**config.mk**
```make
export PLATFORM = sky130hd
export DESIGN_NAME = ohm_engine
export DESIGN_NICKNAME = d
export VERILOG_FILES = /design/src/ohm_pkg.sv /design/src/ohm_engine.sv
export SDC_FILE = /design/constraint.sdc
export NUM_CORES = 1
export LEC_CHECK = 0
export ABC_AREA = 1
export ABC_CLOCK_PERIOD_IN_PS = 5700
export BUFFER_PORTS_ARGS = -buffer_cell sky130_fd_sc_hd__buf_2
export CELL_PAD_IN_SITES_DETAIL_PLACEMENT = 2
export CELL_PAD_IN_SITES_GLOBAL_PLACEMENT = 2
export CORE_MARGIN = 2
export CORE_UTILIZATION = 33
export CTS_BUF_LIST = sky130_fd_sc_hd__clkbuf_2 sky130_fd_sc_hd__clkbuf_4 sky130_fd_sc_hd__clkbuf_8
export DETAILED_ROUTE_END_ITERATION = 7
export GPL_ROUTABILITY_DRIVEN = 0
export GPL_TIMING_DRIVEN = 0
export PLACE_DENSITY_LB_ADDON = 0.05
export SLEW_MARGIN = 20
export SYNTH_ARGS = -nofsm -noshare
export SYNTH_HDL_FRONTEND = slang
export SYNTH_SLANG_ARGS = --single-unit
```
**constraint.sdc**
```tcl
create_clock -name i_clk -period 5.7 [get_ports i_clk]
set_input_delay 0.57 -clock i_clk [delete_from_list [all_inputs] [get_ports i_clk]]
set_output_delay 0.57 -clock i_clk [all_outputs]
set_load 0.03 [all_outputs]
```
**src/ohm_pkg.sv**
```systemverilog
// ----------------------------------------------------------------------------
// ohm_pkg
// Shared types and codes for the open-addressed hash map: slot states,
// request and status codes, the controller state and the small control
// structs that pass between the modules.
// ----------------------------------------------------------------------------
`default_nettype none

package ohm_pkg;

    localparam int CNT_W = 11;

    // Multiplier of the key hash, taken modulo 2^32.
    localparam logic [31:0] HASH_MULT = 32'h9E37_79B9;

    localparam logic [CNT_W-1:0] MAX_FILL_RESET = 11'd768;

    // Request codes carried on the input tuser.
    localparam logic [1:0] OP_GET    = 2'd0;
    localparam logic [1:0] OP_SET    = 2'd1;
    localparam logic [1:0] OP_REMOVE = 2'd2;

    // Result status codes.
    localparam logic [1:0] STAT_OK        = 2'd0;
    localparam logic [1:0] STAT_NOT_FOUND = 2'd1;
    localparam logic [1:0] STAT_FULL      = 2'd2;

    // Slot status codes as held in the slot memory.
    localparam logic [1:0] SLOT_EMPTY = 2'd0;
    localparam logic [1:0] SLOT_LIVE  = 2'd1;
    localparam logic [1:0] SLOT_TOMB  = 2'd2;

    typedef enum logic [2:0] {
        S_CLEAR,
        S_IDLE,
        S_HASH,
        S_START,
        S_PROBE,
        S_FINISH
    } t_state;

    typedef struct packed {
        logic rd_en;
        logic wr_en;
    } t_mem_ctl;

    typedef struct packed {
        logic [1:0]       status;
        logic [CNT_W-1:0] live;
    } t_res_info;

endpackage

`default_nettype wire

```
**src/ohm_engine.sv**
```systemverilog
// ----------------------------------------------------------------------------
// ohm_engine
// Request controller: hashes the key, walks the probe sequence through the
// slot memory one slot per cycle, then writes back the single changed slot, if any,
// and updates the live and used counters.
// ----------------------------------------------------------------------------
`default_nettype none

module ohm_engine #(
    parameter int CAPACITY   = 1024,
    parameter int KEY_BITS   = 32,
    parameter int VALUE_BITS = 32
) (
    input  wire                                 i_clk,
    input  wire                                 i_rst_n,
    input  wire                                 i_start,
    input  wire [1:0]                           i_op,
    input  wire [KEY_BITS-1:0]                  i_key,
    input  wire [VALUE_BITS-1:0]                i_value,
    input  wire [ohm_pkg::CNT_W-1:0]            i_max_fill,
    output logic                                o_idle,
    input  wire                                 i_res_free,
    output logic                                o_res_valid,
    output ohm_pkg::t_res_info                  o_res,
    output logic [VALUE_BITS-1:0]               o_res_value,
    output ohm_pkg::t_mem_ctl                   o_mem_ctl,
    output logic [$clog2(CAPACITY)-1:0]         o_rd_addr,
    output logic [$clog2(CAPACITY)-1:0]         o_wr_addr,
    output logic [2+KEY_BITS+VALUE_BITS-1:0]    o_wr_data,
    input  wire [2+KEY_BITS+VALUE_BITS-1:0]     i_rd_data
);

    localparam int IW = $clog2(CAPACITY);
    localparam int KL = (KEY_BITS < 32) ? KEY_BITS : 32;
    localparam logic [IW-1:0] LAST_IDX = IW'(CAPACITY - 1);

    ohm_pkg::t_state r_state, n_state;

    logic [1:0]               r_op;
    logic [KEY_BITS-1:0]      r_key;
    logic [VALUE_BITS-1:0]    r_value;
    logic [31:0]              r_hash;
    logic [IW-1:0]            r_stride;
    logic [IW-1:0]            r_cur;
    logic [IW-1:0]            r_cnt;
    logic [IW-1:0]            r_clr;
    logic                     r_found;
    logic [IW-1:0]            r_hit_idx;
    logic [VALUE_BITS-1:0]    r_hit_value;
    logic                     r_has_free;
    logic [IW-1:0]            r_free_idx;
    logic                     r_free_tomb;
    logic [ohm_pkg::CNT_W-1:0] r_live, n_live;
    logic [ohm_pkg::CNT_W-1:0] r_used, n_used;

    logic [1:0]            w_slot_status;
    logic [KEY_BITS-1:0]   w_slot_key;
    logic [VALUE_BITS-1:0] w_slot_value;
    logic                  w_live;
    logic                  w_empty;
    logic                  w_match;
    logic                  w_probe_end;
    logic [IW-1:0]         w_next_idx;
    logic [31:0]           w_stride_full;
    logic                  w_finish;

    // Decision of the finishing cycle.
    logic [1:0]    w_status;
    logic          w_write;
    logic [IW-1:0] w_target;
    logic [1:0]    w_new_status;

    assign w_slot_status = i_rd_data[2+KEY_BITS+VALUE_BITS-1 -: 2];
    assign w_slot_key    = i_rd_data[VALUE_BITS +: KEY_BITS];
    assign w_slot_value  = i_rd_data[VALUE_BITS-1:0];
    assign w_live        = (w_slot_status == ohm_pkg::SLOT_LIVE);
    assign w_empty       = (w_slot_status == ohm_pkg::SLOT_EMPTY);
    assign w_match       = w_live && (w_slot_key == r_key);
    assign w_probe_end   = w_match || w_empty || (r_cnt == LAST_IDX);
    assign w_next_idx    = r_cur + r_stride;
    assign w_stride_full = (r_hash >> 3) | 32'd1;
    assign w_finish      = (r_state == ohm_pkg::S_FINISH) && i_res_free;

    always_comb begin
        w_status     = ohm_pkg::STAT_NOT_FOUND;
        w_write      = 1'b0;
        w_target     = r_hit_idx;
        w_new_status = ohm_pkg::SLOT_LIVE;
        n_live       = r_live;
        n_used       = r_used;
        unique case (r_op)
            ohm_pkg::OP_GET: begin
                if (r_found) begin
                    w_status = ohm_pkg::STAT_OK;
                end
            end
            ohm_pkg::OP_SET: begin
                priority if (r_found) begin
                    w_status = ohm_pkg::STAT_OK;
                    w_write  = 1'b1;
                end else if (!r_has_free) begin
                    w_status = ohm_pkg::STAT_FULL;
                end else if (r_free_tomb) begin
                    w_status = ohm_pkg::STAT_OK;
                    w_write  = 1'b1;
                    w_target = r_free_idx;
                    n_live   = r_live + 1'b1;
                end else if (({1'b0, r_used} + 1'b1) > {1'b0, i_max_fill}) begin
                    w_status = ohm_pkg::STAT_FULL;
                end else begin
                    w_status = ohm_pkg::STAT_OK;
                    w_write  = 1'b1;
                    w_target = r_free_idx;
                    n_live   = r_live + 1'b1;
                    n_used   = r_used + 1'b1;
                end
            end
            ohm_pkg::OP_REMOVE: begin
                if (r_found) begin
                    w_status     = ohm_pkg::STAT_OK;
                    w_write      = 1'b1;
                    w_new_status = ohm_pkg::SLOT_TOMB;
                    if (r_live != '0) begin
                        n_live = r_live - 1'b1;
                    end
                end
            end
            default: begin
                w_status = ohm_pkg::STAT_NOT_FOUND;
            end
        endcase
    end

    // Next state.
    always_comb begin
        n_state = r_state;
        unique case (r_state)
            ohm_pkg::S_CLEAR: begin
                if (r_clr == LAST_IDX) begin
                    n_state = ohm_pkg::S_IDLE;
                end
            end
            ohm_pkg::S_IDLE: begin
                if (i_start) begin
                    n_state = ohm_pkg::S_HASH;
                end
            end
            ohm_pkg::S_HASH:  n_state = ohm_pkg::S_START;
            ohm_pkg::S_START: n_state = ohm_pkg::S_PROBE;
            ohm_pkg::S_PROBE: begin
                if (w_probe_end) begin
                    n_state = ohm_pkg::S_FINISH;
                end
            end
            ohm_pkg::S_FINISH: begin
                if (i_res_free) begin
                    n_state = ohm_pkg::S_IDLE;
                end
            end
            default: n_state = ohm_pkg::S_IDLE;
        endcase
    end

    // Outputs: memory port and result.
    always_comb begin
        o_mem_ctl   = '0;
        o_rd_addr   = w_next_idx;
        o_wr_addr   = w_target;
        o_wr_data   = {w_new_status, r_key, r_value};
        o_idle      = 1'b0;
        o_res_valid = 1'b0;
        o_res.status = w_status;
        o_res.live   = n_live;
        o_res_value  = (r_op == ohm_pkg::OP_GET && r_found) ? r_hit_value : '0;
        unique case (r_state)
            ohm_pkg::S_CLEAR: begin
                o_mem_ctl.wr_en = 1'b1;
                o_wr_addr       = r_clr;
                o_wr_data       = {ohm_pkg::SLOT_EMPTY, {(KEY_BITS+VALUE_BITS){1'b0}}};
            end
            ohm_pkg::S_IDLE: begin
                o_idle = 1'b1;
            end
            ohm_pkg::S_START: begin
                o_mem_ctl.rd_en = 1'b1;
                o_rd_addr       = r_hash[IW-1:0];
            end
            ohm_pkg::S_PROBE: begin
                o_mem_ctl.rd_en = !w_probe_end;
            end
            ohm_pkg::S_FINISH: begin
                o_mem_ctl.wr_en = w_write && i_res_free;
                o_res_valid     = i_res_free;
            end
            default: begin
                o_idle = 1'b0;
            end
        endcase
    end

    always_ff @(posedge i_clk) begin
        if (!i_rst_n) begin
            r_state <= ohm_pkg::S_CLEAR;
            r_clr   <= '0;
            r_live  <= '0;
            r_used  <= '0;
        end else begin
            r_state <= n_state;
            if (r_state == ohm_pkg::S_CLEAR) begin
                r_clr <= r_clr + 1'b1;
            end
            if (w_finish) begin
                r_live <= n_live;
                r_used <= n_used;
            end
        end
    end

    always_ff @(posedge i_clk) begin
        if (r_state == ohm_pkg::S_IDLE && i_start) begin
            r_op    <= i_op;
            r_key   <= i_key;
            r_value <= i_value;
        end
        if (r_state == ohm_pkg::S_HASH) begin
            r_hash <= 32'(32'(r_key[KL-1:0]) * ohm_pkg::HASH_MULT);
        end
        if (r_state == ohm_pkg::S_START) begin
            r_stride   <= w_stride_full[IW-1:0];
            r_cur      <= r_hash[IW-1:0];
            r_cnt      <= '0;
            r_found    <= 1'b0;
            r_has_free <= 1'b0;
        end
        if (r_state == ohm_pkg::S_PROBE) begin
            if (w_match) begin
                r_found     <= 1'b1;
                r_hit_idx   <= r_cur;
                r_hit_value <= w_slot_value;
            end else if (!w_live && !r_has_free) begin
                // First slot on the path that a new key may take.
                r_has_free  <= 1'b1;
                r_free_idx  <= r_cur;
                r_free_tomb <= !w_empty;
            end
            if (!w_probe_end) begin
                r_cur <= w_next_idx;
                r_cnt <= r_cnt + 1'b1;
            end
        end
    end

    a_live_within_used: assert property (@(posedge i_clk) disable iff (!i_rst_n)
        r_live <= r_used)
        else $error("live count exceeds non-empty slot count");

    a_no_start_while_clearing: assert property (@(posedge i_clk) disable iff (!i_rst_n)
        (r_state == ohm_pkg::S_CLEAR) |-> !o_idle)
        else $error("item taken during the clearing pass");

    a_write_only_clear_or_finish: assert property (@(posedge i_clk) disable iff (!i_rst_n)
        o_mem_ctl.wr_en |-> (r_state == ohm_pkg::S_CLEAR || w_finish))
        else $error("slot write outside clearing or finishing");

    a_no_read_write_overlap: assert property (@(posedge i_clk) disable iff (!i_rst_n)
        !(o_mem_ctl.wr_en && o_mem_ctl.rd_en))
        else $error("slot read and write in the same cycle");

    a_result_after_probe: assert property (@(posedge i_clk) disable iff (!i_rst_n)
        (r_state == ohm_pkg::S_PROBE && w_probe_end) |=> (r_state == ohm_pkg::S_FINISH))
        else $error("probe end did not lead to a result");

endmodule

`default_nettype wire

```
==> results.cfg, run 1 <==
[run_status]
status = completed

[floorplan]
dieArea_mm2 = 0.0355
die_y_um = 188
fp.coreArea_mm2 = 0.0335
core.rowCount = 67
fp.dieW_um = 188
initial_utilization_pct = 33.4
io_pins = 282

[clock_network]
ctsLongestPathBuffers = 2
clockRootBuffer = clkbuf_8
cts_resized = 0
htreeDepth = 4
clock_sinks = 198
cts_made_buffers = 17
post_cts_buffers = 0
tritoncts = done
clk_pin_slew_ns = 0.11
cts_hold_buf = 0
clk_latency_ns = 0.50

[worst_setup_path]
required_ns = 5.13
worstSetupStartpointType = flip-flop
crit_type = flip-flop to output pin
worstPathMaxFanout = 10
end_kind = output pin
crit_arrival_ns = 4.04

[grt]
grt_overflow_total = 0
grtUsageTotal_pct = 21.8
antenna_found_initial = 7
first_global_vias = 10662
grt_pass1_wl_um = 58900
grt_max_degree = 27

[yosys]
async_flop_share_pct = 0
synth_top_cell_by_area = edfxtp_1
synth_edf_count = 141
syn_area_mm2 = 0.0112
yosysUniqueCellTypes = 48
synth_ff_type = edfxtp_1
synth_common_cells = inv_1 (266), nor2_1 (183), nand2_1 (176)
syn_avg_cell_area_um2 = 8.76
synth_top_area_share_pct = 37.8
netlist_instances = 1281
ys_warn_count = 0
ys_ff_latch = 198
synth_nets = 1516
synth_area_leaders = edfxtp_1 (38%), dfxtp_1 (10%), inv_1 (8.9%)
ys_seq_area_share_pct = 47.9
synth.most_common_cell = inv_1

[sta]
grt_setup_unrepaired = false
fin_skew_ns = 0.0154
fin_crit_sh_pct = 80.9
max_slew.worst_pin.slew_ns = 1.03
setup_viol = 0
drv_slew = 0
fmax_mhz = 217
finalHoldViolCount = 0
max-slew-margin-rel_pct = 31.0
finalCriticalPeriod_ns = 4.61
whs_ns = 0.238

[pwr]
worst_ir_drop_vdd_v = 0.000149
power.total_mw = 2.56
p_leak_nw = 6.57
p_per_area_mw_per_mm2 = 187

[route]
vias = 9707
drtIter0Drc = 298
drt-vias-per-instance = 4.73
first_pass_iters = 5
ant_nets = 0
drc = 0
wl_per_cell_um = 18.7
drt_wl_total_um = 38300

[final_layout]
synthToLayoutAreaGrowth_pct = 22.1
layout-drive-gt1-share_pct = 21.9
fin_nets = 1819
fin_cells = 2051

[min_path]
hp-class = primary input to flip-flop

[place]
post-dp-hpwl_um = 31100
post-place-cells = 2013
portBuffers = 280

[run]
maxCapViolCount = 0
[metrics by stage]
stage	setup TNS (ns)	instance area (um2)	worst slack, ns	util (%)
floorplan	0	11200	1.34	-
global placement	-12.70	13200	-0.203	39.3
detailed placement	0	13300	1.17	39.6
CTS	0	13700	0.932	40.8
global route	0	13700	0.591	40.9
finish	0	13700	1.09	40.9
[critical path, cell delays in order (launching register included)]
cell and delay, ns:
dfxtp_1 0.38, ha_1 0.19, nand2_1 0.07, nor2_1 0.15
inv_1 0.07, nor2_1 0.13, nand4_1 0.12, xor2_1 0.23
inv_1 0.07, ha_1 0.32, nand4_1 0.09, nor2_1 0.20
nand4_1 0.22, nand3_4 0.18, nand2_4 0.12, inv_2 0.10
buf_6 0.14, nand2_1 0.06, nand2_1 0.07, nand3_1 0.09
a22oi_1 0.28, buf_2 0.26
[final cells by class]
cell class	count	area, um2
Antenna cell	6	15.0
Clock inverter	14	146
Timing Repair Buffer	284	1500
Clock buffer	18	248
Tap cell	448	561
Buffer	31	144
Inverter	271	1020
Multi-Input combinational cell	781	4700
Sequential cell	198	5380
Fill cell	3893	19800
[sequential cells by signal, indices dropped and copies added, names as in the netlist, 11 cells and up]
name,cells
r_hash,13
r_live,11
r_hit_value,32
r_key,32
r_used,11
r_value,32
[kinds of logic after synthesis]
kind of cell	count (synthesis)	share of synthesized area, %
AOI/OAI and AO/OA	157	8.00
DFF	198	47.9
xor gates and xnor gates	53	4.14
and+or+nand+nor	483	18.4
adders and majority gates	88	11.2
buffers and inverters	302	10.4
[routing by layer]
layer	routed length [um]	up-vias	GRT usage, %
met3	1130	40	3.91
li1	-	4720	-
met5	16	-	0
met2	20300	168	40.6
met4	740	2	6.70
met1	16000	4777	25.2
[cell usage in the layout (no fill, tap or decap), types with 40 or more instances in the layout]
master	synthesis	final
a21oi_1	40	40
buf_2	3	283
dfxtp_1	57	57
edfxtp_1	141	141
ha_1	67	67
inv_1	266	266
nand2_1	176	176
nand3_1	60	60
nor2_1	183	180
o21ai_0	58	58
[path summary, 6_finish.rpt]
check              start           to  depth (start not counted)  slack [ns]
max reg2reg     r_key[5]   r_hash[12]                         17        1.23
max            r_used[0]     o_res[9]                         21        1.09
min          i_value[13]  r_value[13]                          1        0.24
min reg2reg   r_hash[12]  r_stride[9]                          0        0.43
[power by group]
group | total (mW) | internal, mW | switching, mW
sequential | 1.53 | 1.53 | 0.00106
clock | 0.933 | 0.369 | 0.565
combinational | 0.0951 | 0.0482 | 0.0469
No activity file was read; power rests on OpenSTA's default activity.
==> run 2: changes to the inputs <==
--- a/config.mk
+++ b/config.mk
@@ -5,13 +5,13 @@
 export SDC_FILE = /design/constraint.sdc
 export NUM_CORES = 1
 export LEC_CHECK = 0
-export ABC_AREA = 1
-export ABC_CLOCK_PERIOD_IN_PS = 5700
+export ABC_AREA = 0
+export ABC_CLOCK_PERIOD_IN_PS = 4570
 export BUFFER_PORTS_ARGS = -buffer_cell sky130_fd_sc_hd__buf_2
 export CELL_PAD_IN_SITES_DETAIL_PLACEMENT = 2
 export CELL_PAD_IN_SITES_GLOBAL_PLACEMENT = 2
 export CORE_MARGIN = 2
-export CORE_UTILIZATION = 33
+export CORE_UTILIZATION = 35
 export CTS_BUF_LIST = sky130_fd_sc_hd__clkbuf_2 sky130_fd_sc_hd__clkbuf_4 sky130_fd_sc_hd__clkbuf_8
 export DETAILED_ROUTE_END_ITERATION = 7
 export GPL_ROUTABILITY_DRIVEN = 0
==> constraint.sdc (replaced) <==
create_clock -name i_clk -period 4.57 [get_ports i_clk]
set_input_delay 0.457 -clock i_clk [delete_from_list [all_inputs] [get_ports i_clk]]
set_output_delay 0.457 -clock i_clk [all_outputs]
set_load 0.03 [all_outputs]
==> results.cfg, run 2 <==
[clock_network]
clockRootBuffer = clkbuf_8
htreeDepth = 4
cts_made_buffers = 17
tritoncts = done
ctsLongestPathBuffers = 2
clk_latency_ns = 0.50
clock_sinks = 198
clk_pin_slew_ns = 0.11

[pwr]
p_seq_share_pct = 55.4
internal_power_mw = 2.67
p_per_area_mw_per_mm2 = 257
power.share.clock_pct = 35.2
worst_ir_drop_vdd_v = 0.000209
switching_share_pct = 25.2
comb_power_share_pct = 9.4
power.switching_uw = 901
p_leak_nw = 6.10

[yosys]
synth_common_cells = edfxtp_1 (141), inv_1 (81), nand2_1 (69)
synth_ff_type = edfxtp_1
syn_avg_cell_area_um2 = 10.8
synth_top_area_share_pct = 37.8
synth_top_cell_by_area = edfxtp_1
synth_edf_count = 141
ys_ff_latch = 198
netlist_instances = 1037
synth_nets = 1272
yosysUniqueCellTypes = 79
syn_area_mm2 = 0.0112
ys_seq_area_share_pct = 48.0
synth.most_common_cell = edfxtp_1
synth_area_leaders = edfxtp_1 (38%), dfxtp_1 (10%), ha_1 (7.5%)
async_flop_share_pct = 0
ys_warn_count = 0

[sta]
fmax_mhz = 225
worst_slack_ns = 0.133
max_slew.worst_pin.slew_ns = 0.815
fin_crit_sh_pct = 97.1
tns_ns = 0
fin_skew_ns = 0.0205
grt_setup_unrepaired = false
setup_viol = 0
max-slew-margin-rel_pct = 45.7
drv_slew = 0
whs_ns = 0.125
finalCriticalPeriod_ns = 4.44
finalHoldViolCount = 0

[grt]
first_global_vias = 9947
antenna_found_initial = 4
grt_pass1_wl_um = 56200
grt_max_degree = 46
busiest_layer = met2
grt_use_met3_pct = 5.46
grtUsageTotal_pct = 22.0
grtUsageMet1_pct = 25.7
grt_overflow_total = 0
met2_usage_pct = 40.9

[final_layout]
synthToLayoutAreaGrowth_pct = 24.1
final_common_cell = buf_2
fillers = 3434
layout-drive-gt1-share_pct = 29.6
fin_nets = 1594
top_regs = r_hit_value x32, r_key x32, r_value x32
final_cell_mix = buf_2 (284), edfxtp_1 (141), inv_1 (81)

[route]
drt_wl_total_um = 36600
drtIter0Drc = 339
drt-vias-per-instance = 5.15
wl_per_cell_um = 20.6
vias = 9140
first_pass_iters = 4
ant_nets = 0
drc = 0

[floorplan]
fp.coreArea_mm2 = 0.0316
dieArea_mm2 = 0.0334
initial_utilization_pct = 35.5
core.rowCount = 65
fp.dieW_um = 183
io_pins = 282
die_y_um = 183

[worst_setup_path]
rr_startpoint = r_key[4]
crit_type = flip-flop to output pin
r2r_end = r_hash[12]
worstSetupStartpointType = flip-flop
required_ns = 4.11
crit_arrival_ns = 3.98
rr_worst_depth = 14
end_kind = output pin
worstPathMaxFanout = 5
reg2reg_slack_ns = 0.25

[place]
pre_cts_slack_ns = -0.520
portBuffers = 280
post-dp-hpwl_um = 28200

[run_status]
status = completed

[min_path]
hold_end = r_key[25]
hp-class = primary input to flip-flop
hold_depth = 1
holdCritStartpoint = i_key[25]

[run]
maxCapViolCount = 0
## run 2: cell count changes in the layout (fill, tap and decap cells not counted), sizes merged, moves of 26 or more
cell / previous run / this run
nand3: 63 / 19
nor2: 188 / 48
inv: 272 / 83
and3: 1 / 48
nand2: 182 / 69
buf: 292 / 318
and2: 0 / 69
## run 2: worst max-delay path, cell delays in order, from the launching register on
cell and delay [ns]:
dfxtp_2 0.37, ha_4 0.16, nand3_4 0.09, nor2_4 0.12, and3_4 0.21, and3_4 0.21, xor2_2 0.07, ha_1 0.31
nand3_2 0.09, or2_4 0.26, a211o_4 0.29, a211o_1 0.36, buf_6 0.17, nand2_4 0.08, a21oi_2 0.08, a311oi_2 0.37
buf_4 0.22
## run 2: routing by layer
| metal | vias up | share of wire, % |
|---|---|---|
| li1 | 4328 | - |
| met1 | 4564 | 41 |
| met4 | 6 | 0.93 |
| met3 | 26 | 5.6 |
| met2 | 216 | 52 |
| met5 | - | 0.093 |
## run 2: layout make-up
class	instances	area, um2	area share (%)
diodes	1	2.50	0.0180
plain buffers	47	221	1.59
clock buffers	21	277	1.99
clock inverters	11	148	1.06
inverters	83	312	2.24
multi-input cells	709	5420	39.0
flip-flops and latches	198	5380	38.8
well taps	402	503	3.62
repair buffers	303	1620	11.7
## run 2: kinds of logic (layout without fill, tap and decap cells)
kind of cell | after synthesis | count (layout) | share of synthesized area [%]
AND/OR/NAND/NOR | 338 | 338 | 16.9
flip-flops | 198 | 198 | 48.0
AO/OA/AOI/OAI | 191 | 191 | 11.6
buffers and inverters | 130 | 465 | 4.76
adder cells (fa/ha/maj) | 88 | 88 | 11.3
XOR/XNOR | 78 | 78 | 6.17
multiplexers | 14 | 14 | 1.26
other | 0 | 1 | 0
## run 2: timing repair
item | CTS | global route
gates cloned | 0 | 1
hold endpoints to repair | 0 | 0
resized for setup | 21 | 22
pin swaps | 6 | 13
buffers inserted | 7 | 12
hold buffers | 0 | 0
endpoints found under the setup margin | 23 | 24
## run 2: worst max-delay path by stage
stage | startpoint | to | slack, ns | cells past startpoint
floorplan | r_used[0] | o_wr_addr[2] | 0.15 | 15
global placement | r_key[0] | r_hit_value[19] | -0.57 | 5
detailed placement | r_used[0] | o_wr_addr[2] | -0.52 | 16
CTS | r_used[3] | o_res[5] | 0.008 | 13
global route | r_used[1] | o_res[4] | 0.005 | 16
finish | r_used[1] | o_res[0] | 0.13 | 16
## run 2: power groups by stage
stage               logic [mW]  registers [mW]  clock network, mW
floorplan                0.196            2.01                  0
global placement         0.323            2.02                  0
detailed placement       0.336            2.02                  0
CTS                      0.339            1.98               1.30
global route             0.369            1.99               1.36
finish                   0.334            1.98               1.26
## run 2: through the flow
stage               utilization (%)  std cells  power, mW  instance area (um2)
finish                         44.0       1775       3.57                13900
global route                   44.0       1774       3.71                13900
CTS                            43.5       1761       3.62                13700
detailed placement             41.7       1722       2.36                13200
global placement               41.5       1719       2.34                13100
floorplan                         -       1037       2.21                11200
